--- src/sv/dbh_pkg.sv ---
// shared types and constants for the button debounce, hold and stuck qualifier
// no dependencies
package dbh_pkg;

    localparam int BUTTONS_DEF   = 4;
    localparam int BTN_W         = 2;
    localparam int TIME_W        = 32;
    localparam int CFG_W         = 16;
    localparam int CFG_IDX_W     = 2;

    localparam logic [CFG_IDX_W-1:0] CFG_PRESS_LOCKOUT = 2'd0;
    localparam logic [CFG_IDX_W-1:0] CFG_RELEASE_DELAY = 2'd1;
    localparam logic [CFG_IDX_W-1:0] CFG_HOLD_DELAY    = 2'd2;
    localparam logic [CFG_IDX_W-1:0] CFG_STUCK_DELAY   = 2'd3;

    localparam logic [CFG_W-1:0] PRESS_LOCKOUT_RST = 16'd50;
    localparam logic [CFG_W-1:0] RELEASE_DELAY_RST = 16'd75;
    localparam logic [CFG_W-1:0] HOLD_DELAY_RST    = 16'd75;
    localparam logic [CFG_W-1:0] STUCK_DELAY_RST   = 16'd2000;

    typedef struct packed {
        logic [TIME_W-1:0] mark;
        logic              stuck;
        logic              hold;
        logic              toggle;
        logic              latched;
    } t_entry;

    typedef struct packed {
        logic [CFG_W-1:0] press_lockout;
        logic [CFG_W-1:0] release_delay;
        logic [CFG_W-1:0] hold_delay;
        logic [CFG_W-1:0] stuck_delay;
    } t_cfg;

    typedef struct packed {
        logic press_event;
        logic toggle;
        logic latched;
        logic hold;
        logic stuck;
    } t_result;

endpackage

--- src/sv/dbh_state_mem.sv ---
// per-button state memory, registered read, valid bits for reset
// depends on dbh_pkg
module dbh_state_mem #(
    parameter int DEPTH = dbh_pkg::BUTTONS_DEF,
    parameter int AW    = (DEPTH > 1) ? $clog2(DEPTH) : 1
) (
    input  logic             i_clk,
    input  logic             i_rst_n,
    input  logic             i_rd_en,
    input  logic [AW-1:0]    i_rd_addr,
    output dbh_pkg::t_entry  o_rd_data,
    input  logic             i_wr_en,
    input  logic [AW-1:0]    i_wr_addr,
    input  dbh_pkg::t_entry  i_wr_data
);

    dbh_pkg::t_entry r_mem [DEPTH];
    logic [DEPTH-1:0] r_vld;
    dbh_pkg::t_entry r_rd_data;
    logic             r_rd_vld;

    always_ff @(posedge i_clk) begin
        if (i_wr_en) begin
            r_mem[i_wr_addr] <= i_wr_data;
        end
        if (i_rd_en) begin
            r_rd_data <= r_mem[i_rd_addr];
        end
    end

    always_ff @(posedge i_clk) begin
        if (!i_rst_n) begin
            r_vld    <= '0;
            r_rd_vld <= 1'b0;
        end else begin
            if (i_wr_en) begin
                r_vld[i_wr_addr] <= 1'b1;
            end
            if (i_rd_en) begin
                r_rd_vld <= r_vld[i_rd_addr];
            end
        end
    end

    assign o_rd_data = r_rd_vld ? r_rd_data : '0;

endmodule

--- src/sv/dbh_update.sv ---
// press, release, hold and stuck rules applied to one state entry
// depends on dbh_pkg
module dbh_update (
    input  logic                          i_in_range,
    input  logic                          i_pressed,
    input  logic [dbh_pkg::TIME_W-1:0]    i_now_ms,
    input  dbh_pkg::t_entry               i_entry,
    input  dbh_pkg::t_cfg                 i_cfg,
    output dbh_pkg::t_entry               o_entry,
    output dbh_pkg::t_result              o_result
);

    logic [dbh_pkg::TIME_W-1:0] elapsed;
    logic press_hit, release_hit, hold_hit, stuck_hit;

    assign elapsed = i_now_ms - i_entry.mark;

    always_comb begin
        press_hit   = i_pressed && !i_entry.latched
                      && (elapsed > {16'd0, i_cfg.press_lockout});
        release_hit = !i_pressed && i_entry.latched
                      && (elapsed > {16'd0, i_cfg.release_delay});
        hold_hit    = i_pressed && i_entry.latched
                      && (elapsed > {16'd0, i_cfg.hold_delay})
                      && (elapsed <= {16'd0, i_cfg.stuck_delay});
        stuck_hit   = i_pressed && i_entry.latched
                      && (elapsed > {16'd0, i_cfg.stuck_delay});

        o_entry        = i_entry;
        o_entry.toggle = i_entry.toggle ^ press_hit ^ hold_hit ^ stuck_hit;
        if (press_hit || release_hit) begin
            o_entry.mark = i_now_ms;
        end
        if (press_hit) begin
            o_entry.latched = 1'b1;
        end else if (release_hit) begin
            o_entry.latched = 1'b0;
            o_entry.hold    = 1'b0;
            o_entry.stuck   = 1'b0;
        end else if (stuck_hit) begin
            o_entry.hold    = 1'b0;
            o_entry.stuck   = 1'b1;
        end else if (hold_hit) begin
            o_entry.hold    = 1'b1;
        end

        if (i_in_range) begin
            o_result.press_event = press_hit;
            o_result.toggle      = o_entry.toggle;
            o_result.latched     = o_entry.latched;
            o_result.hold        = o_entry.hold;
            o_result.stuck       = o_entry.stuck;
        end else begin
            o_result = '0;
        end
    end

endmodule

--- src/sv/button_debounce_hold_stuck_top.sv ---
// top level of the button qualifier: config registers, read stage, update, output register
// depends on dbh_pkg, dbh_state_mem, dbh_update
//
//   channel  direction  beat contents                           handshake
//   poll     in         i_button, i_pressed, i_now_ms           i_valid / o_stall
//   result   out        o_press_event, o_toggle, o_latched,     o_valid / i_stall
//                       o_hold, o_stuck
//
// one poll per cycle sustained while i_stall is low; results leave from the output register
// the read stage reads the button's entry from memory, then the update applies the rules and writes back
// a write to the entry read in the same cycle is forwarded to the next poll
// reset clears the per-button valid bits at once, so entries read as zero until written
// the read stage holds under output stall, and o_stall rises only when it cannot move on
module button_debounce_hold_stuck_top #(
    parameter int BUTTONS = dbh_pkg::BUTTONS_DEF
) (
    input  logic                             i_clk,
    input  logic                             i_rst_n,
    input  logic                             i_valid,
    output logic                             o_stall,
    input  logic [dbh_pkg::BTN_W-1:0]        i_button,
    input  logic                             i_pressed,
    input  logic [dbh_pkg::TIME_W-1:0]       i_now_ms,
    output logic                             o_valid,
    input  logic                             i_stall,
    output logic                             o_press_event,
    output logic                             o_toggle,
    output logic                             o_latched,
    output logic                             o_hold,
    output logic                             o_stuck,
    input  logic                             i_cfg_wr_en,
    input  logic [dbh_pkg::CFG_IDX_W-1:0]    i_cfg_index,
    input  logic [dbh_pkg::CFG_W-1:0]        i_cfg_data
);

    localparam int AW = (BUTTONS > 1) ? $clog2(BUTTONS) : 1;
    localparam int XW = AW + dbh_pkg::BTN_W + 1;

    dbh_pkg::t_cfg r_cfg;

    logic                          r_s1_valid;
    logic [AW-1:0]                 r_s1_addr;
    logic                          r_s1_in_range;
    logic                          r_s1_pressed;
    logic [dbh_pkg::TIME_W-1:0]    r_s1_now;
    logic                          r_fwd_hit;
    dbh_pkg::t_entry               r_fwd_data;
    logic                          r_out_valid;
    dbh_pkg::t_result              r_out;

    logic [XW-1:0]    btn_ext;
    logic [AW-1:0]    in_addr;
    logic             in_range;
    logic             in_acc;
    logic             s1_go;
    dbh_pkg::t_entry  rd_entry;
    dbh_pkg::t_entry  cur_entry;
    dbh_pkg::t_entry  new_entry;
    dbh_pkg::t_result new_result;

    assign btn_ext  = XW'(i_button);
    assign in_addr  = btn_ext[AW-1:0];
    assign in_range = (btn_ext < XW'(BUTTONS));

    assign s1_go   = r_s1_valid && (!r_out_valid || !i_stall);
    assign o_stall = r_s1_valid && !s1_go;
    assign in_acc  = i_valid && !o_stall;

    always_ff @(posedge i_clk) begin
        if (!i_rst_n) begin
            r_cfg.press_lockout <= dbh_pkg::PRESS_LOCKOUT_RST;
            r_cfg.release_delay <= dbh_pkg::RELEASE_DELAY_RST;
            r_cfg.hold_delay    <= dbh_pkg::HOLD_DELAY_RST;
            r_cfg.stuck_delay   <= dbh_pkg::STUCK_DELAY_RST;
        end else if (i_cfg_wr_en) begin
            unique case (i_cfg_index)
                dbh_pkg::CFG_PRESS_LOCKOUT: r_cfg.press_lockout <= i_cfg_data;
                dbh_pkg::CFG_RELEASE_DELAY: r_cfg.release_delay <= i_cfg_data;
                dbh_pkg::CFG_HOLD_DELAY:    r_cfg.hold_delay    <= i_cfg_data;
                dbh_pkg::CFG_STUCK_DELAY:   r_cfg.stuck_delay   <= i_cfg_data;
                default: ;
            endcase
        end
    end

    dbh_state_mem #(
        .DEPTH (BUTTONS),
        .AW    (AW)
    ) u_mem (
        .i_clk     (i_clk),
        .i_rst_n   (i_rst_n),
        .i_rd_en   (in_acc),
        .i_rd_addr (in_addr),
        .o_rd_data (rd_entry),
        .i_wr_en   (s1_go && r_s1_in_range),
        .i_wr_addr (r_s1_addr),
        .i_wr_data (new_entry)
    );

    assign cur_entry = r_fwd_hit ? r_fwd_data : rd_entry;

    dbh_update u_update (
        .i_in_range (r_s1_in_range),
        .i_pressed  (r_s1_pressed),
        .i_now_ms   (r_s1_now),
        .i_entry    (cur_entry),
        .i_cfg      (r_cfg),
        .o_entry    (new_entry),
        .o_result   (new_result)
    );

    // read stage
    always_ff @(posedge i_clk) begin
        if (!i_rst_n) begin
            r_s1_valid <= 1'b0;
            r_fwd_hit  <= 1'b0;
        end else if (in_acc) begin
            r_s1_valid <= 1'b1;
            r_fwd_hit  <= s1_go && r_s1_in_range && in_range && (r_s1_addr == in_addr);
        end else if (s1_go) begin
            r_s1_valid <= 1'b0;
        end
    end

    always_ff @(posedge i_clk) begin
        if (in_acc) begin
            r_s1_addr     <= in_addr;
            r_s1_in_range <= in_range;
            r_s1_pressed  <= i_pressed;
            r_s1_now      <= i_now_ms;
            r_fwd_data    <= new_entry;
        end
    end

    // output register
    always_ff @(posedge i_clk) begin
        if (!i_rst_n) begin
            r_out_valid <= 1'b0;
        end else if (s1_go) begin
            r_out_valid <= 1'b1;
        end else if (!i_stall) begin
            r_out_valid <= 1'b0;
        end
    end

    always_ff @(posedge i_clk) begin
        if (s1_go) begin
            r_out <= new_result;
        end
    end

    assign o_valid       = r_out_valid;
    assign o_press_event = r_out.press_event;
    assign o_toggle      = r_out.toggle;
    assign o_latched     = r_out.latched;
    assign o_hold        = r_out.hold;
    assign o_stuck       = r_out.stuck;

endmodule

--- config.mk ---
export PLATFORM = sky130hd
export DESIGN_NAME = button_debounce_hold_stuck_top
export DESIGN_NICKNAME = d
export VERILOG_FILES = /design/src/sv/dbh_pkg.sv /design/src/sv/dbh_state_mem.sv /design/src/sv/dbh_update.sv /design/src/sv/button_debounce_hold_stuck_top.sv
export SDC_FILE = /design/constraint.sdc
export NUM_CORES = 1
export LEC_CHECK = 0
export ABC_AREA = 1
export BUFFER_PORTS_ARGS = -buffer_cell sky130_fd_sc_hd__buf_2
export CAP_MARGIN = 10
export CORE_MARGIN = 5
export CORE_UTILIZATION = 50
export CTS_CLUSTER_DIAMETER = 60
export DETAILED_ROUTE_END_ITERATION = 10
export PLACE_DENSITY = 0.69
export SYNTH_ARGS = -nofsm -noshare
export SYNTH_HDL_FRONTEND = slang
export SYNTH_SLANG_ARGS = --single-unit
--- constraint.sdc ---
create_clock -name i_clk -period 4.3 [get_ports i_clk]
set_input_delay 0.215 -clock i_clk [delete_from_list [all_inputs] [get_ports i_clk]]
set_output_delay 0.215 -clock i_clk [all_outputs]
set_load 0.03 [all_outputs]
* Word level (Yosys, flattened, before mapping) *
Memory sizes are Yosys's and may differ from the RTL's. A register that Yosys moved wholly into a read port is not among the register bits.
Index checks and enable logic that the tools add are counted.
Widths: inputs -> output; s select.

word-level totals
  flip-flop bits (word level) = 149
  latch bits = 0
  RAM bits = 144
  ROM bits = 0
  bits of input ports = 58
  memories = 1

memories
  name         depth  bits a word  read ports  clocked after Yosys merged registers in  write ports  line                 source
  u_mem.r_mem  4      36           1           1                                        1            dbh_state_mem.sv:17  dbh_pkg::t_entry r_mem [DEPTH];

cells by class
  add/subtract/negate cells = 1
  multipliers = 0
  divide/modulo/power cells = 0
  $lt $le $gt $ge = 9
  eq/ne operators = 5
  shifts and indexed selects = 0
  multiplexer cells = 20
  bitwise logic cells = 4
  reduce and logical (&&, ||, !) cells = 29

operators with widths
  operator            count
  $gt 32x16->1        4
  $mux 36             2
  $le 32x16->1        1
  $mux 32             1
  $sub 32x32->32      1
  $logic_and 1x1->1   15
  $mux 1              13
  $lt 2x3->1 const B  3
  $reduce_and 2->1    4
  $logic_not 1->1     6
  $eq 2x2->1 const B  2
  $mux 2              2
  $or 4x4->4          1
  $xor 1x1->1         3
  $bmux 1 s2          1
  $demux 1 s2         1
  $eq 2x1->1 const B  1
  $eq 2x2->1          1
  $ge 2x1->1 const B  1
  $logic_not 2->1     1
  $logic_or 1x1->1    2
  $ne 2x1->1 const B  1
  $reduce_bool 2->1   1

* Depth between registers and ports, before layout *
  depth in word-level cells = 10
  depth in mapped cells = 34
  gate-level depth less buffers = 31

* By module *
Synthesis repeated with hierarchy kept, for this count alone.

second synthesis, totals
  cells, all modules = 1922
  area total of the unflattened synthesis = 17023.8 um^2

modules (own cells, without submodules)
  module                          times used  cells an instance  area an instance (um^2)  seq. area each (um^2)
  dbh_state_mem                   1           492                6930.4                   5505.3
  button_debounce_hold_stuck_top  1           498                5094.9                   3623.5
  dbh_update                      1           932                4998.5                   0.0

* Least setup slack after synthesis *
OpenSTA, ideal clock, no wires.

  path type = register to register
  start = register r_fwd_hit
  end = register r_out, in the netlist o_latched (data pin)
  arrival = 3.900 ns
  required time = 3.998 ns
  setup slack = 0.098 ns
  stages on the path, launching flop included = 29
  path buffers = 4
  cell sequence = dfxtp_1 > buf_6 > buf_2 > nor2_1 > clkbuf_1 > a22o_1 > ha_1 > inv_1 > ha_1 > inv_1 > nand2_1 > nand2_1 > nand2_1 > nand3_2 > nand2_2 > nand2_1 > nand2_2 > xor2_1 > ha_1 > nand2_1 > inv_1 > nand3_1 > nor4_1 > nor3b_1 > a32o_1 > nand3_1 > nand2_4 > buf_4 > o21ai_0

RTL lines
  what                    line                                   source
  from (decl)             button_debounce_hold_stuck_top.sv:46   logic r_fwd_hit;
  from (signal assigned)  button_debounce_hold_stuck_top.sv:119  r_fwd_hit <= s1_go && r_s1_in_range && in_range && (r_s1_addr == in_addr);
  to (signal assigned)    button_debounce_hold_stuck_top.sv:148  r_out <= new_result;
  to (decl)               button_debounce_hold_stuck_top.sv:49   dbh_pkg::t_result r_out;

==> flow_metrics.py <==
metrics = {
    "critical_path": {
        "path_class": "flop to flop",
        "start_kind": "flop",
        "setup.worst_path.end": "u_mem.r_mem[1][22]$_DFFE_PP_",
        "crit-reg2reg-capture": "u_mem.r_mem[1][22]$_DFFE_PP_",
        "worstPathMaxFanout": 19,
        "crit_arrival_ps": 4330,
        "critical_path_source": "r_fwd_hit$_SDFFE_PN0P_",
        "worst_r2r_path_depth": 26,
        "worstSetupEndpointType": "flop",
        "crit_required_ps": 4540,
        "startpoint_of_the_worst_register_to_register_path": "r_fwd_hit$_SDFFE_PN0P_",
        "regToRegSetupSlack_ps": 210,
    },
    "routing": {
        "detailedRoute.firstPassIterationCount": 5,
        "routedWlPerCell_um": 18.18,
        "route.detailed.vias_per_inst": 5.480,
        "drc": 0,
        "num_vias": 13032,
        "routed_wl_um": 43240,
        "drt_iter0_markers": 1052,
        "drtAntennaViolNets": 0,
    },
    "cells_and_area": {
        "multiInputGateArea_mm2": 0.006609,
        "num-nets-final": 2053,
        "final-seq-area_mm2": 0.009133,
        "diodes": 0,
        "post-route-cell-area_mm2": 0.01945,
        "flow.area_growth_from_synthesis_pct": 17.58,
        "share_of_final_layout_standard_cells_stronger_than_drive_strength_1_pct": 14.36,
        "fillers": 2718,
        "finish.utilization_pct": 59.64,
    },
    "sta": {
        "max_freq_mhz": 244.4,
        "max_slew.worst_pin.slew_ps": 1040,
        "hold_viol": 0,
        "number_of_slew_limit_violations_in_the_final_report": 0,
        "report.final.setup_viol": 0,
        "post-route-min-period_ps": 4092,
        "setup-tns-final_ps": 0,
        "timing.final.crit_share_pct": 95.17,
        "clock_skew_ps": 16.41,
        "fin_hold_ws_ps": 26.20,
        "max_slew_margin_pct": 30.44,
        "rsz_0062_raised_after_global_routing": "yes",
    },
    "floorplan": {
        "die_width_um": 191.9,
        "floorplan.initialDensity_pct": 50.72,
        "rows": 66,
        "chipHeight_um": 191.9,
        "fp.dieArea_mm2": 0.03683,
        "pin_count": 65,
        "floorplan.core_area_mm2": 0.03262,
    },
    "outcome": {
        "run_status": "complete, no violations",
    },
    "synth": {
        "syn-instance-count": 1763,
        "ys_types": 51,
        "synth_sequential_area_ratio_pct": 55.18,
        "synthesis.area_per_instance_um2": 9.384,
        "synth-compound-area-share_pct": 11.97,
        "synth_top_family_by_area": "simple AND/OR/NAND/NOR gates",
        "postSynthNetCount": 1906,
        "synth.ff_latch_count": 328,
        "muxShareOfSynthArea_pct": 0,
        "ys_warn_count": 0,
        "synth_area_mm2": 0.01654,
        "synth-xor-area-share_pct": 0.8999,
        "synth_simple_gate_area_share_pct": 19.33,
        "post_synth_adder_cell_area_pct": 6.428,
    },
    "pwr": {
        "pnr_total_power_mw": 8.101,
        "max-vdd-ir-drop_uv": 231.7,
        "p_leak_nw": 8.008,
        "power-per-cell-area_mw_per_mm2": 416.5,
    },
    "flow_run": {
        "timing.max_cap.violations": 0,
    },
    "clocking": {
        "clk-insertion-delay-late_ps": 520,
        "cts.reportedPaths.clkPinSlew_ps": 60,
        "cts-root-buf": "clkbuf_16",
        "cts-buffers-inserted": 37,
        "clock_h_tree_levels": 2,
        "cts.sinks": 328,
        "tritoncts_clock_tree": "built",
        "max-clock-path-buffers": 3,
    },
    "global_routing": {
        "groute.usage.overall_pct": 23.38,
        "number_of_antenna_violations_at_the_first_check_in_global_routing": 0,
        "grt_start_max_net_pins": 77,
        "grt_pass1_vias": 12905,
        "global_route_wire_length_before_repair_um": 68140,
        "global_route.overflow_total": 0,
    },
    "worst_hold_path": {
        "timing.hold.worst.class": "input pin to flop",
    },
    "placement": {
        "port-buffer-count": 64,
        "placed_cell_area_mm2": 0.01762,
        "routabilityCongestion": 0.9782,
        "post_dp_hpwl_um": 29640,
    },
}
==> cells by family after synthesis <==
logic type                 Yosys count
AOI/OAI and AO/OA                  354
xor gates and xnor gates            17
adders and majority gates           85
buffers and inverters              249
DFF                                328
and+or+nand+nor                    730
==> Yosys cell counts, drive strengths merged <==
master | n | area, µm²
a32o | 2 | 20.02
a2111oi | 1 | 8.760
a21o | 2 | 15.01
a22o | 3 | 26.28
a21oi | 110 | 550.5
xnor2 | 3 | 26.28
clkinv | 2 | 7.510
nor3 | 12 | 60.06
ha | 85 | 1064
o31ai | 2 | 15.01
clkbuf | 41 | 153.9
nor2 | 170 | 670.6
o21bai | 1 | 7.510
o2111ai | 1 | 8.760
nand4 | 19 | 118.9
dfxtp | 72 | 1441
and3 | 1 | 6.260
o21a | 1 | 7.510
buf | 16 | 147.6
a22oi | 21 | 157.7
a211oi | 4 | 30.03
nand2 | 412 | 1629
xor2 | 14 | 122.6
o211ai | 10 | 75.07
o21ai | 149 | 745.7
nand3 | 83 | 468.0
edfxtp | 256 | 7687
nand3b | 30 | 225.2
a21boi | 3 | 26.28
inv | 190 | 715.7
a31oi | 2 | 12.51
nor4 | 2 | 12.51
nor3b | 1 | 7.510
o211a | 1 | 10.01
o22ai | 38 | 237.7
o221ai | 3 | 26.28
==> critical path: stages, from the launching register on <==
cell and delay, ps:
dfxtp_4 410, nor2_2 60, a22o_1 200, ha_1 180, inv_1 70, ha_1 140
inv_1 30, nand2_1 90, nand2_1 90, nand2_1 100, nand3_2 70, nand2_2 100
xor2_1 440, ha_1 330, nand2_1 70, inv_1 40, nand3_1 120, o221ai_1 170
nand2_1 110, o2111ai_1 120, o21ai_1 140, nand2_2 90, nand3_4 90, nand2_4 130
buf_12 200, nand2_1 60, nand2_1 130
==> power breakdown <==
part | internal, mW | switching (mW) | total [mW]
clock | 1.75 | 1.24 | 2.99
combinational | 0.529 | 0.913 | 1.44
sequential | 3.61 | 0.0626 | 3.67
==> registers in the layout, indices dropped and copies added, names as in the netlist, 2 cells and up <==
| name | cells |
|---|---|
| r_s1_addr | 2 |
| r_fwd_data | 36 |
| u_mem.r_rd_data | 36 |
| r_s1_now | 32 |
| u_mem.r_mem | 144 |
| r_cfg | 64 |
| u_mem.r_vld | 4 |
==> worst min path at each step <==
stage	start	end	slack [ps]	cells after the start
6_report	i_cfg_data[11]	r_cfg[11]$_SDFFE_PN0P_	30	3
5_1_grt	i_cfg_data[12]	r_cfg[28]$_SDFFE_PN0P_	50	3
2_1_floorplan	i_button[0]	r_s1_addr[0]$_DFFE_PP_	310	0
3_3_place_gp	i_now_ms[26]	r_s1_now[26]$_DFFE_PP_	390	1
3_5_place_dp	i_now_ms[21]	r_s1_now[21]$_DFFE_PP_	390	1
4_1_cts	i_cfg_data[12]	r_cfg[60]$_SDFFE_PN0P_	20	3
==> stage by stage <==
step | worst slack, ps | std cells
after floorplan | 97.51 | 1763
after global placement | -189.2 | 2264
after detailed placement | -299.7 | 2264
after CTS | 34.67 | 2373
after global routing | -99.29 | 2378
final | 207.7 | 2378
==> routing by layer <==
metal,track usage [%],share of wire [%],vias to the layer above
met4,6.657,2.3,0
met5,0,0,-
met1,31.53,43,6143
met2,39.72,48,455
met3,3.235,6.9,65
li1,-,-,6369
==> final cells by class <==
type	instances	share of cell area [%]
Sequential cell	328	46.95
Multi-Input combinational cell	1186	33.97
Timing Repair Buffer	165	6.619
Inverter	192	3.731
Clock buffer	46	5.036
Tap cell	442	2.843
Clock inverter	19	0.8490
==> cells in the final DEF, fill, tap and decap left out, types with 44 or more instances in the layout <==
| cell | instances |
|---|---|
| ha_1 | 81 |
| nand2_1 | 379 |
| dlygate4sd3_1 | 44 |
| o21ai_0 | 144 |
| buf_4 | 47 |
| edfxtp_1 | 256 |
| buf_2 | 64 |
| inv_1 | 178 |
| a21oi_1 | 103 |
| dfxtp_1 | 71 |
| nor2_1 | 155 |
| nand3_1 | 73 |
==> what timing repair did <==
item	CTS	global route
hold buffers	44	0
hold endpoints to repair	49	0
endpoints found under the setup margin	184	185
pin swaps	0	7
setup buffers	0	5
gates resized for setup	6	49
No activity file was read; power rests on OpenSTA's default activity.
